**config.mk**
```make
export PLATFORM = sky130hd
export DESIGN_NAME = sorted_list_insert_delete
export DESIGN_NICKNAME = d
export VERILOG_FILES = /design/src/design/sli_pkg.sv /design/src/design/sli_cell.sv /design/src/design/sorted_list_insert_delete.sv
export SDC_FILE = /design/constraint.sdc
export NUM_CORES = 1
export LEC_CHECK = 0
export ABC_AREA = 1
export ABC_CLOCK_PERIOD_IN_PS = 6600
export BUFFER_PORTS_ARGS = -buffer_cell sky130_fd_sc_hd__buf_2
export CAP_MARGIN = 20
export CORE_UTILIZATION = 33
export DETAILED_ROUTE_END_ITERATION = 8
export PLACE_DENSITY_LB_ADDON = 0.15
export SYNTH_ARGS = -nofsm -noshare
export SYNTH_HDL_FRONTEND = slang
export SYNTH_SLANG_ARGS = --single-unit
```
**constraint.sdc**
```tcl
create_clock -name clk -period 6.6 [get_ports clk]
set_input_delay 0.66 -clock clk [delete_from_list [all_inputs] [get_ports clk]]
set_output_delay 0.66 -clock clk [all_outputs]
set_load 0.05 [all_outputs]
```
**src/design/sli_pkg.sv**
```systemverilog
// Shared types and codes for the sorted list insert/delete block.
package sli_pkg;

	localparam int ENTRY_W = 8;
	localparam int COUNT_OUT_W = 5;
	localparam int IN_TDATA_W = 16;
	localparam int OUT_TDATA_W = 8;

	typedef logic signed [ENTRY_W-1:0] entry_t;

	typedef enum logic {
		CMD_INSERT = 1'b0,
		CMD_DELETE = 1'b1
	} cmd_t;

	typedef enum logic [2:0] {
		ST_INSERTED  = 3'd0,
		ST_DELETED   = 3'd1,
		ST_NOT_FOUND = 3'd2,
		ST_FULL      = 3'd3,
		ST_EMPTY     = 3'd4
	} status_t;

	// Broadcast from the control to every cell of the chain.
	typedef struct packed {
		logic   ins_en;
		logic   del_en;
		entry_t value;
	} cell_ctrl_t;

endpackage

```
**src/design/sli_cell.sv**
```systemverilog
// One storage cell of the sorted chain: compare, then keep, load or shift.
module sli_cell (
	input  logic                clk,
	input  sli_pkg::cell_ctrl_t ctrl,
	input  logic                valid,
	input  logic                left_below,
	input  sli_pkg::entry_t     left_entry,
	input  sli_pkg::entry_t     right_entry,
	output logic                below,
	output logic                hit,
	output sli_pkg::entry_t     entry
);

	sli_pkg::entry_t entry_q;
	logic            ge;

	assign entry  = entry_q;
	// below: a valid entry strictly below the value stays in place on insert
	assign below  = valid && (ctrl.value > entry_q);
	assign hit    = valid && (entry_q == ctrl.value);
	assign ge     = !(ctrl.value > entry_q);

	always_ff @(posedge clk) begin
		priority if (ctrl.ins_en && !below) begin
			// load the new value at the insert point, shift right past it
			entry_q <= left_below ? ctrl.value : left_entry;
		end else if (ctrl.del_en && ge) begin
			// close the gap from the first match onward
			entry_q <= right_entry;
		end else begin
			entry_q <= entry_q;
		end
	end

endmodule

```
**src/design/sorted_list_insert_delete.sv**
```systemverilog
// Top level of the sorted list insert/delete store: cell chain, count and result register.
// Results are registered and reach the master side in the cycle after the input transfer.
// One item per cycle unless m_axis stalls; all cells compare and shift at once.
// The output register frees the input side whenever the result is taken or absent.
// Reset clears the entry count and the output valid; stored entries are left as they are.
module sorted_list_insert_delete #(
	parameter int DEPTH = 16
) (
	input  logic                               clk,
	input  logic                               arst_n,
	input  logic                               s_axis_tvalid,
	output logic                               s_axis_tready,
	// [0] cmd, [8:1] item_value, [15:9] zero
	input  logic [sli_pkg::IN_TDATA_W-1:0]     s_axis_tdata,
	output logic                               m_axis_tvalid,
	input  logic                               m_axis_tready,
	// [2:0] status, [7:3] entry_count
	output logic [sli_pkg::OUT_TDATA_W-1:0]    m_axis_tdata
);

	localparam int CNT_W = $clog2(DEPTH + 1);

	logic [CNT_W-1:0]        count_q;
	logic                    out_valid_q;
	sli_pkg::status_t        status_q;
	logic [CNT_W-1:0]        result_count_q;
	logic [CNT_W+4:0]        count_ext;

	sli_pkg::cmd_t           cmd;
	sli_pkg::entry_t         value;
	logic                    accept;
	logic                    full;
	logic                    empty;
	logic                    found;
	sli_pkg::cell_ctrl_t     ctrl;
	sli_pkg::status_t        status_d;
	logic [CNT_W-1:0]        count_d;

	logic [DEPTH-1:0]        valid;
	logic [DEPTH-1:0]        below;
	logic [DEPTH-1:0]        hit;
	sli_pkg::entry_t         entry [DEPTH];

	assign cmd    = sli_pkg::cmd_t'(s_axis_tdata[0]);
	assign value  = sli_pkg::entry_t'(s_axis_tdata[8:1]);
	assign accept = s_axis_tvalid && s_axis_tready;
	assign s_axis_tready = !out_valid_q || m_axis_tready;

	assign full  = (count_q == CNT_W'(DEPTH));
	assign empty = (count_q == '0);
	assign found = |hit;

	assign ctrl.ins_en = accept && (cmd == sli_pkg::CMD_INSERT) && !full;
	assign ctrl.del_en = accept && (cmd == sli_pkg::CMD_DELETE) && found;
	assign ctrl.value  = value;

	for (genvar i = 0; i < DEPTH; i++) begin : g_cell
		assign valid[i] = (CNT_W'(i) < count_q);

		sli_cell u_cell (
			.clk        (clk),
			.ctrl       (ctrl),
			.valid      (valid[i]),
			.left_below ((i == 0) ? 1'b1 : below[(i == 0) ? 0 : i - 1]),
			.left_entry (entry[(i == 0) ? 0 : i - 1]),
			.right_entry(entry[(i == DEPTH - 1) ? i : i + 1]),
			.below      (below[i]),
			.hit        (hit[i]),
			.entry      (entry[i])
		);
	end

	always_comb begin
		status_d = sli_pkg::ST_INSERTED;
		count_d  = count_q;
		unique case (cmd)
			sli_pkg::CMD_INSERT: begin
				if (full) begin
					status_d = sli_pkg::ST_FULL;
				end else begin
					status_d = sli_pkg::ST_INSERTED;
					count_d  = count_q + CNT_W'(1);
				end
			end
			sli_pkg::CMD_DELETE: begin
				priority if (empty) begin
					status_d = sli_pkg::ST_EMPTY;
				end else if (!found) begin
					status_d = sli_pkg::ST_NOT_FOUND;
				end else begin
					status_d = sli_pkg::ST_DELETED;
					count_d  = count_q - CNT_W'(1);
				end
			end
			default: begin
				status_d = sli_pkg::ST_INSERTED;
			end
		endcase
	end

	always_ff @(posedge clk or negedge arst_n) begin
		if (!arst_n) begin
			count_q     <= '0;
			out_valid_q <= 1'b0;
		end else begin
			if (accept) begin
				count_q     <= count_d;
				out_valid_q <= 1'b1;
			end else if (m_axis_tready) begin
				out_valid_q <= 1'b0;
			end
		end
	end

	// result payload, held while the transfer stalls
	always_ff @(posedge clk) begin
		if (accept) begin
			status_q       <= status_d;
			result_count_q <= count_d;
		end
	end

	assign count_ext     = {5'b0, result_count_q};
	assign m_axis_tvalid = out_valid_q;
	assign m_axis_tdata  = {count_ext[sli_pkg::COUNT_OUT_W-1:0], status_q};

	assert property (@(posedge clk) disable iff (!arst_n)
		count_q <= CNT_W'(DEPTH))
		else $error("entry count above depth");

	assert property (@(posedge clk) disable iff (!arst_n)
		accept |=> (m_axis_tvalid && result_count_q == count_q))
		else $error("result count does not match stored count");

	assert property (@(posedge clk) disable iff (!arst_n)
		(count_q >= CNT_W'(2)) |-> (entry[0] <= entry[1]))
		else $error("head of list out of order");

	assert property (@(posedge clk) disable iff (!arst_n)
		(accept && ctrl.ins_en) |=> (count_q == $past(count_q) + CNT_W'(1)))
		else $error("insert did not grow the list");

endmodule

```
==> impl_metrics.json, run 1 <==
{
  "overflow": 0,
  "ys_seq_area_frac": 0.380,
  "die_area_um2": 34500,
  "cts_tree": "done",
  "area_delta_synth_final_pct": 9.48,
  "postCtsHoldBufs": 0,
  "cp.depth": 12,
  "crit_fanout": 15,
  "ys.flop_type": "edfxtp_1",
  "whs_ns": 0.0410,
  "cp_num_buf_inv": 1,
  "grt_max_degree": 33,
  "gp_congestion": 0.896,
  "leakage_nw": 5.96,
  "synth_nets": 1634,
  "final_area_um2": 12200,
  "routedWlPerCell_um": 17.8,
  "core_region_area_um2": 32900,
  "grt_usage": 0.208,
  "die_y_um": 186,
  "pre_cts_ws_ns": 2.75,
  "yosys_warnings": 0,
  "drtPass1Iterations": 7,
  "criticalPathCategory": "reg2reg",
  "clk_pin_slew_ns": 0.06,
  "finalNonFillerCells": 1944,
  "num-nets-final": 1641,
  "synth-edff-count": 136,
  "final_core_util": 0.371,
  "worstReg2RegStart": "count_q[4]$_DFFE_PN0P_",
  "hp-class": "in2async",
  "synth_largest_area_cell": "edfxtp_1",
  "status": "finished, final reports clean",
  "synthTopCellsByArea": "edfxtp_1 (37%), nand2_1 (18%), ha_1 (15%)",
  "clk_latency_ns": 0.44,
  "yosysTopAreaCellShare": 0.367,
  "critPathMaxStageDelay_ns": 0.70,
  "initialDrtViolationCount": 747,
  "maxSlewViolCount": 0,
  "rrSetupSlack_ns": 3.06,
  "cts_root_buffer": "clkbuf_16",
  "die_w_um": 186,
  "drive_above_1_share": 0.0619,
  "antenna_found_initial": 0,
  "reg2reg_to": "g_cell[14].u_cell.entry[4]$_DFFE_PP_",
  "remaining_drc_errors": 0,
  "worst_setup_path_start_kind": "flip-flop",
  "synth_seq_cells": 142,
  "io_pins": 30,
  "cts.sinks": 142,
  "final_hold_viol_count": 0,
  "endpoint_kind": "flip-flop",
  "grt_first_pass_wirelength_um": 53100,
  "cp_common_cell": "nand2_1",
  "timing.slew.headroom": 0.316,
  "cp_slowest_cell": "dfrtp_1",
  "power_density_nw_per_um2": 269,
  "postCtsSetupRepairBufs": 0,
  "wl_um": 34700,
  "fin_setup_tns_ns": 0,
  "ctsResizeCount": 0,
  "ir_drop_mv": 0.181,
  "worstPathArrival_ns": 3.63,
  "synthDistinctLibCells": 35,
  "htree_levels": 4,
  "drv_cap": 0,
  "power_mw": 3.29,
  "clk_path_buf_depth": 2,
  "synth_area_um2": 11100,
  "cp_cell_sequence": "clkinv_1, nand2_1, nand3_1, nand2_1, nor2_1, nand2_1, nor2_4, nand2_4, nand2_2, nor2_4, nand2_1, nand2_1",
  "worst_pin_slew_ns": 1.03,
  "synth-async-reset-ratio": 0.0423,
  "dp_cells": 1912,
  "cts_made_buffers": 17,
  "max_freq_ghz": 0.282,
  "reg2regPathDepth": 12,
  "setup_slack_ns": 3.06,
  "portBuffers": 22,
  "dp_hpwl_um": 24600,
  "syn_area_per_cell_um2": 7.52,
  "setup_violations": 0,
  "synthCells": 1482,
  "period_share": 0.536,
  "grt_pass1_vias": 9157,
  "crit_family": "simple AND/OR/NAND/NOR gates",
  "cp.required_ns": 6.69,
  "num_vias": 9700,
  "start_util": 0.339,
  "placementRows": 66,
  "ant_nets": 0,
  "finClkSkew_ns": 0.0123,
  "min_period_ns": 3.54,
  "via_per_inst": 4.99,
  "rsz0062_at_grt": "false",
  "insertedDiodeCount": 0,
  "dpl_cell_area_um2": 11600
}
## registers in the layout (all words and copies together), names as in the netlist
register / flops
count_q: 5
status_q: 3
result_count_q: 5
g_cell.u_cell.entry: 128
m_axis_tvalid: 1
## final cells by class
type | instances | area [um^2]
Tap cell | 442 | 553
Clock inverter | 14 | 144
Inverter | 205 | 769
Fill cell | 3528 | 20700
Sequential cell | 142 | 4230
Multi-Input combinational cell | 1099 | 5940
Timing Repair Buffer | 24 | 123
Clock buffer | 18 | 429
## cell usage after synthesis, types with 2 or more instances
cell type / count
nor2_4: 7
o21ai_0: 104
nand2_1: 540
inv_2: 12
buf_4: 7
nand3_2: 3
a21oi_1: 51
buf_6: 3
nand4_1: 7
inv_1: 192
nor2_1: 70
o211ai_1: 2
a32oi_1: 2
nand3_1: 77
clkbuf_1: 19
nor3_1: 17
o22ai_1: 28
xor2_1: 4
o21ai_1: 20
a22oi_1: 9
buf_2: 7
ha_1: 132
edfxtp_1: 136
o21ai_2: 7
nand2_2: 9
dfrtp_1: 6
o21a_1: 3
## cells by family (layout without fill, tap and decap cells)
group                    Yosys count  after routing  synth area share
AO/OA/AOI/OAI                    228            228             0.112
XOR/XNOR                           4              4           0.00314
adder cells (fa/ha/maj)          132            132             0.148
buffers and inverters            241            261            0.0864
flip-flops                       142            142             0.380
AND/OR/NAND/NOR                  735            735             0.270
## power by group
group | total [mW] | internal, mW | switching [mW]
combinational | 1.12 | 0.322 | 0.798
clock | 0.968 | 0.555 | 0.412
sequential | 1.20 | 1.12 | 0.0744
total | 3.29 | 2.00 | 1.28
## layout by cell type (no fill, tap or decap), types with 7 or more instances in the layout
cell | synthesis | final
o21ai_0 | 104 | 104
o21ai_1 | 20 | 20
buf_2 | 7 | 23
a22oi_1 | 9 | 9
clkbuf_16 | 0 | 17
nand3_1 | 77 | 77
nor2_4 | 7 | 7
nand4_1 | 7 | 7
edfxtp_1 | 136 | 136
nand2_1 | 540 | 540
a21oi_1 | 51 | 51
ha_1 | 132 | 132
inv_1 | 192 | 192
inv_2 | 12 | 12
o22ai_1 | 28 | 28
nor2_1 | 70 | 70
o21ai_2 | 7 | 7
nor3_1 | 17 | 17
nand2_2 | 9 | 9
## how the worst max path moves through the flow
stage / to / startpoint / slack [ns]
finish: g_cell[14].u_cell.entry[4]$_DFFE_PP_ / count_q[4]$_DFFE_PN0P_ / 3.06
detailed placement: g_cell[14].u_cell.entry[3]$_DFFE_PP_ / s_axis_tdata[4] / 2.75
floorplan: g_cell[4].u_cell.entry[0]$_DFFE_PP_ / s_axis_tdata[1] / 3.49
CTS: g_cell[14].u_cell.entry[5]$_DFFE_PP_ / count_q[4]$_DFFE_PN0P_ / 3.06
global placement: g_cell[14].u_cell.entry[4]$_DFFE_PP_ / s_axis_tdata[4] / 2.74
global route: g_cell[6].u_cell.entry[0]$_DFFE_PP_ / count_q[4]$_DFFE_PN0P_ / 2.91
## per-layer routing
| metal | GRT usage | up-vias | share of wire |
|---|---|---|---|
| li1 | - | 4917 | - |
| met1 | 0.289 | 4528 | 0.48 |
| met2 | 0.337 | 221 | 0.46 |
| met3 | 0.0325 | 34 | 0.045 |
| met4 | 0.0511 | 0 | 0.014 |
| met5 | 0 | - | 0 |
No activity file was read; power rests on OpenSTA's default activity.
==> run 2, diff against run 1 <==
--- a/config.mk
+++ b/config.mk
@@ -6,7 +6,7 @@
 export NUM_CORES = 1
 export LEC_CHECK = 0
 export ABC_AREA = 1
-export ABC_CLOCK_PERIOD_IN_PS = 6600
+export ABC_CLOCK_PERIOD_IN_PS = 3500
 export BUFFER_PORTS_ARGS = -buffer_cell sky130_fd_sc_hd__buf_2
 export CAP_MARGIN = 20
 export CORE_UTILIZATION = 33
==> constraint.sdc (replaced) <==
create_clock -name clk -period 3.5 [get_ports clk]
set_input_delay 0.35 -clock clk [delete_from_list [all_inputs] [get_ports clk]]
set_output_delay 0.35 -clock clk [all_outputs]
set_load 0.05 [all_outputs]
==> run 2 against run 1 <==
Net effect: first-iteration DRC count decreased by 7.8%; clock skew about the same; largest power group unchanged; total power increased by 95%; non-clock buffer count increased by 28; flip-flop and latch count unchanged; clock-buffer cell count unchanged; critical path depth decreased by 3; routed wire length about the same.
==> impl_metrics.json, run 2 (same netlist as run 1, synthesis figures left out) <==
{
  "reg2regPathDepth": 9,
  "wl_um": 34700,
  "drv_cap": 0,
  "period_share": 0.819,
  "worst_setup_path_start_kind": "flip-flop",
  "finClkSkew_ns": 0.0124,
  "overflow": 0,
  "cts.sinks": 142,
  "cts_root_buffer": "clkbuf_16",
  "fin_setup_tns_ns": 0,
  "power_switching_mw": 2.47,
  "timing.slew.headroom": 0.410,
  "largest_reg_flops": 128,
  "min_path_cells": 4,
  "rrSetupSlack_ns": 0.63,
  "crit_fanout": 15,
  "reg2reg_to": "g_cell[11].u_cell.entry[1]$_DFFE_PP_",
  "rsz0062_at_grt": "false",
  "endpoint_kind": "flip-flop",
  "area_delta_synth_final_pct": 12.4,
  "criticalPathCategory": "reg2reg",
  "fill_cells": 3551,
  "gp_congestion": 0.847,
  "reg_top3": "g_cell.u_cell.entry (128), count_q (5), result_count_q (5)",
  "num-nets-final": 1669,
  "grt_pass1_vias": 9293,
  "initialDrtViolationCount": 689,
  "worstSetupStartpoint": "count_q[0]$_DFFE_PN0P_",
  "min_period_ns": 2.87,
  "remaining_drc_errors": 0,
  "swShare": 0.386,
  "clk_latency_ns": 0.44,
  "via_per_inst": 4.97,
  "dp_hpwl_um": 25400,
  "leakage_nw": 6.14,
  "ctsResizeCount": 0,
  "layout_common_cells": "nand2_1 (540), inv_1 (192), edfxtp_1 (136)",
  "num_vias": 9810,
  "final_hold_viol_count": 0,
  "ant_nets": 0,
  "multi_input_area_um2": 5940,
  "placementRows": 66,
  "htree_levels": 4,
  "max_freq_ghz": 0.349,
  "insertedDiodeCount": 0,
  "cp.required_ns": 3.76,
  "start_util": 0.339,
  "grt_usage": 0.210,
  "seq_area_um2": 4230,
  "clkPwrFrac": 0.300,
  "die_y_um": 186,
  "ir_drop_mv": 0.369,
  "power_density_nw_per_um2": 511,
  "status": "finished, final reports clean",
  "worst_pin_slew_ns": 0.883,
  "die_area_um2": 34500,
  "setup_violations": 0,
  "routedWlPerCell_um": 17.6,
  "grt_first_pass_wirelength_um": 53600,
  "core_region_area_um2": 32900,
  "antenna_found_initial": 0,
  "combPwrFrac": 0.347,
  "worstPathArrival_ns": 3.13,
  "largest-register": "g_cell.u_cell.entry",
  "maxSlewViolCount": 0,
  "hp-class": "in2reg",
  "clk_path_buf_depth": 2,
  "drtPass1Iterations": 5,
  "die_w_um": 186,
  "mostFrequentLayoutCell": "nand2_1",
  "worstReg2RegStart": "count_q[0]$_DFFE_PN0P_",
  "portBuffers": 22,
  "power_mw": 6.40,
  "grt_max_degree": 33,
  "p_seq_frac": 0.353,
  "io_pins": 30,
  "drive_above_1_share": 0.0797,
  "cts_tree": "done",
  "cts_made_buffers": 17,
  "clk_pin_slew_ns": 0.07,
  "intPower_mw": 3.93,
  "crit_end": "g_cell[11].u_cell.entry[1]$_DFFE_PP_"
}
run 2: power by group through the flow:
| stage | logic (mW) | registers, mW | clock network [mW] |
|---|---|---|---|
| 2_1_floorplan | 1.55 | 2.28 | 0 |
| 3_3_place_gp | 2.19 | 2.30 | 0 |
| 3_5_place_dp | 2.21 | 2.30 | 0 |
| 4_1_cts | 2.23 | 2.26 | 1.95 |
| 5_1_grt | 2.53 | 2.28 | 2.02 |
| 6_report | 2.22 | 2.26 | 1.92 |
run 2: metrics by stage:
step	utilization	std cells	hold WS, ns	instance area, um^2	setup WS [ns]
after CTS	0.381	1972	0.192	12500	0.629
after global placement	0.363	1939	0.183	11900	0.401
after floorplan	-	1482	0.0544	11100	0.696
final	0.381	1972	0.204	12500	0.633
after detailed placement	0.363	1939	0.184	11900	0.362
after global routing	0.381	1972	0.247	12500	0.447
run 2: worst min-delay path by stage:
stage / from / endpoint / slack (ns)
4_1_cts: m_axis_tready / m_axis_tvalid$_DFFE_PN0P_ / 0.19
5_1_grt: m_axis_tready / m_axis_tvalid$_DFFE_PN0P_ / 0.25
3_3_place_gp: arst_n / count_q[0]$_DFFE_PN0P_ / 0.18
2_1_floorplan: arst_n / count_q[0]$_DFFE_PN0P_ / 0.05
6_report: m_axis_tready / m_axis_tvalid$_DFFE_PN0P_ / 0.20
3_5_place_dp: arst_n / m_axis_tvalid$_DFFE_PN0P_ / 0.18
run 2: layer usage:
layer  wire (um)  global-route usage  vias up
li1            -                   -     4973
met5           0                   0        -
met3        1450              0.0293       34
met2       15900               0.340      216
met1       16700               0.290     4587
met4         601              0.0551        0
run 2: area by class of cell:
class,instances,area share
clock buffers,18,0.0343
clock inverters,14,0.0135
inverters,205,0.0614
multi-input cells,1099,0.475
flip-flops and latches,142,0.338
well taps,442,0.0442
repair buffers,52,0.0340
run 2: what timing repair did:
item,in CTS,in global routing
hold buffers,1,0
setup buffers,0,0
endpoints found under the hold margin,6,0
run 2: critical path, stage by stage, from the launching register on:
cell	delay (ns)
dfrtp_1	0.53
inv_1	0.20
ha_1	0.29
nand3_2	0.10
nand2_2	0.10
nor2_4	0.59
nand2_1	0.18
inv_1	0.39
nand3_1	0.18
o21ai_0	0.12
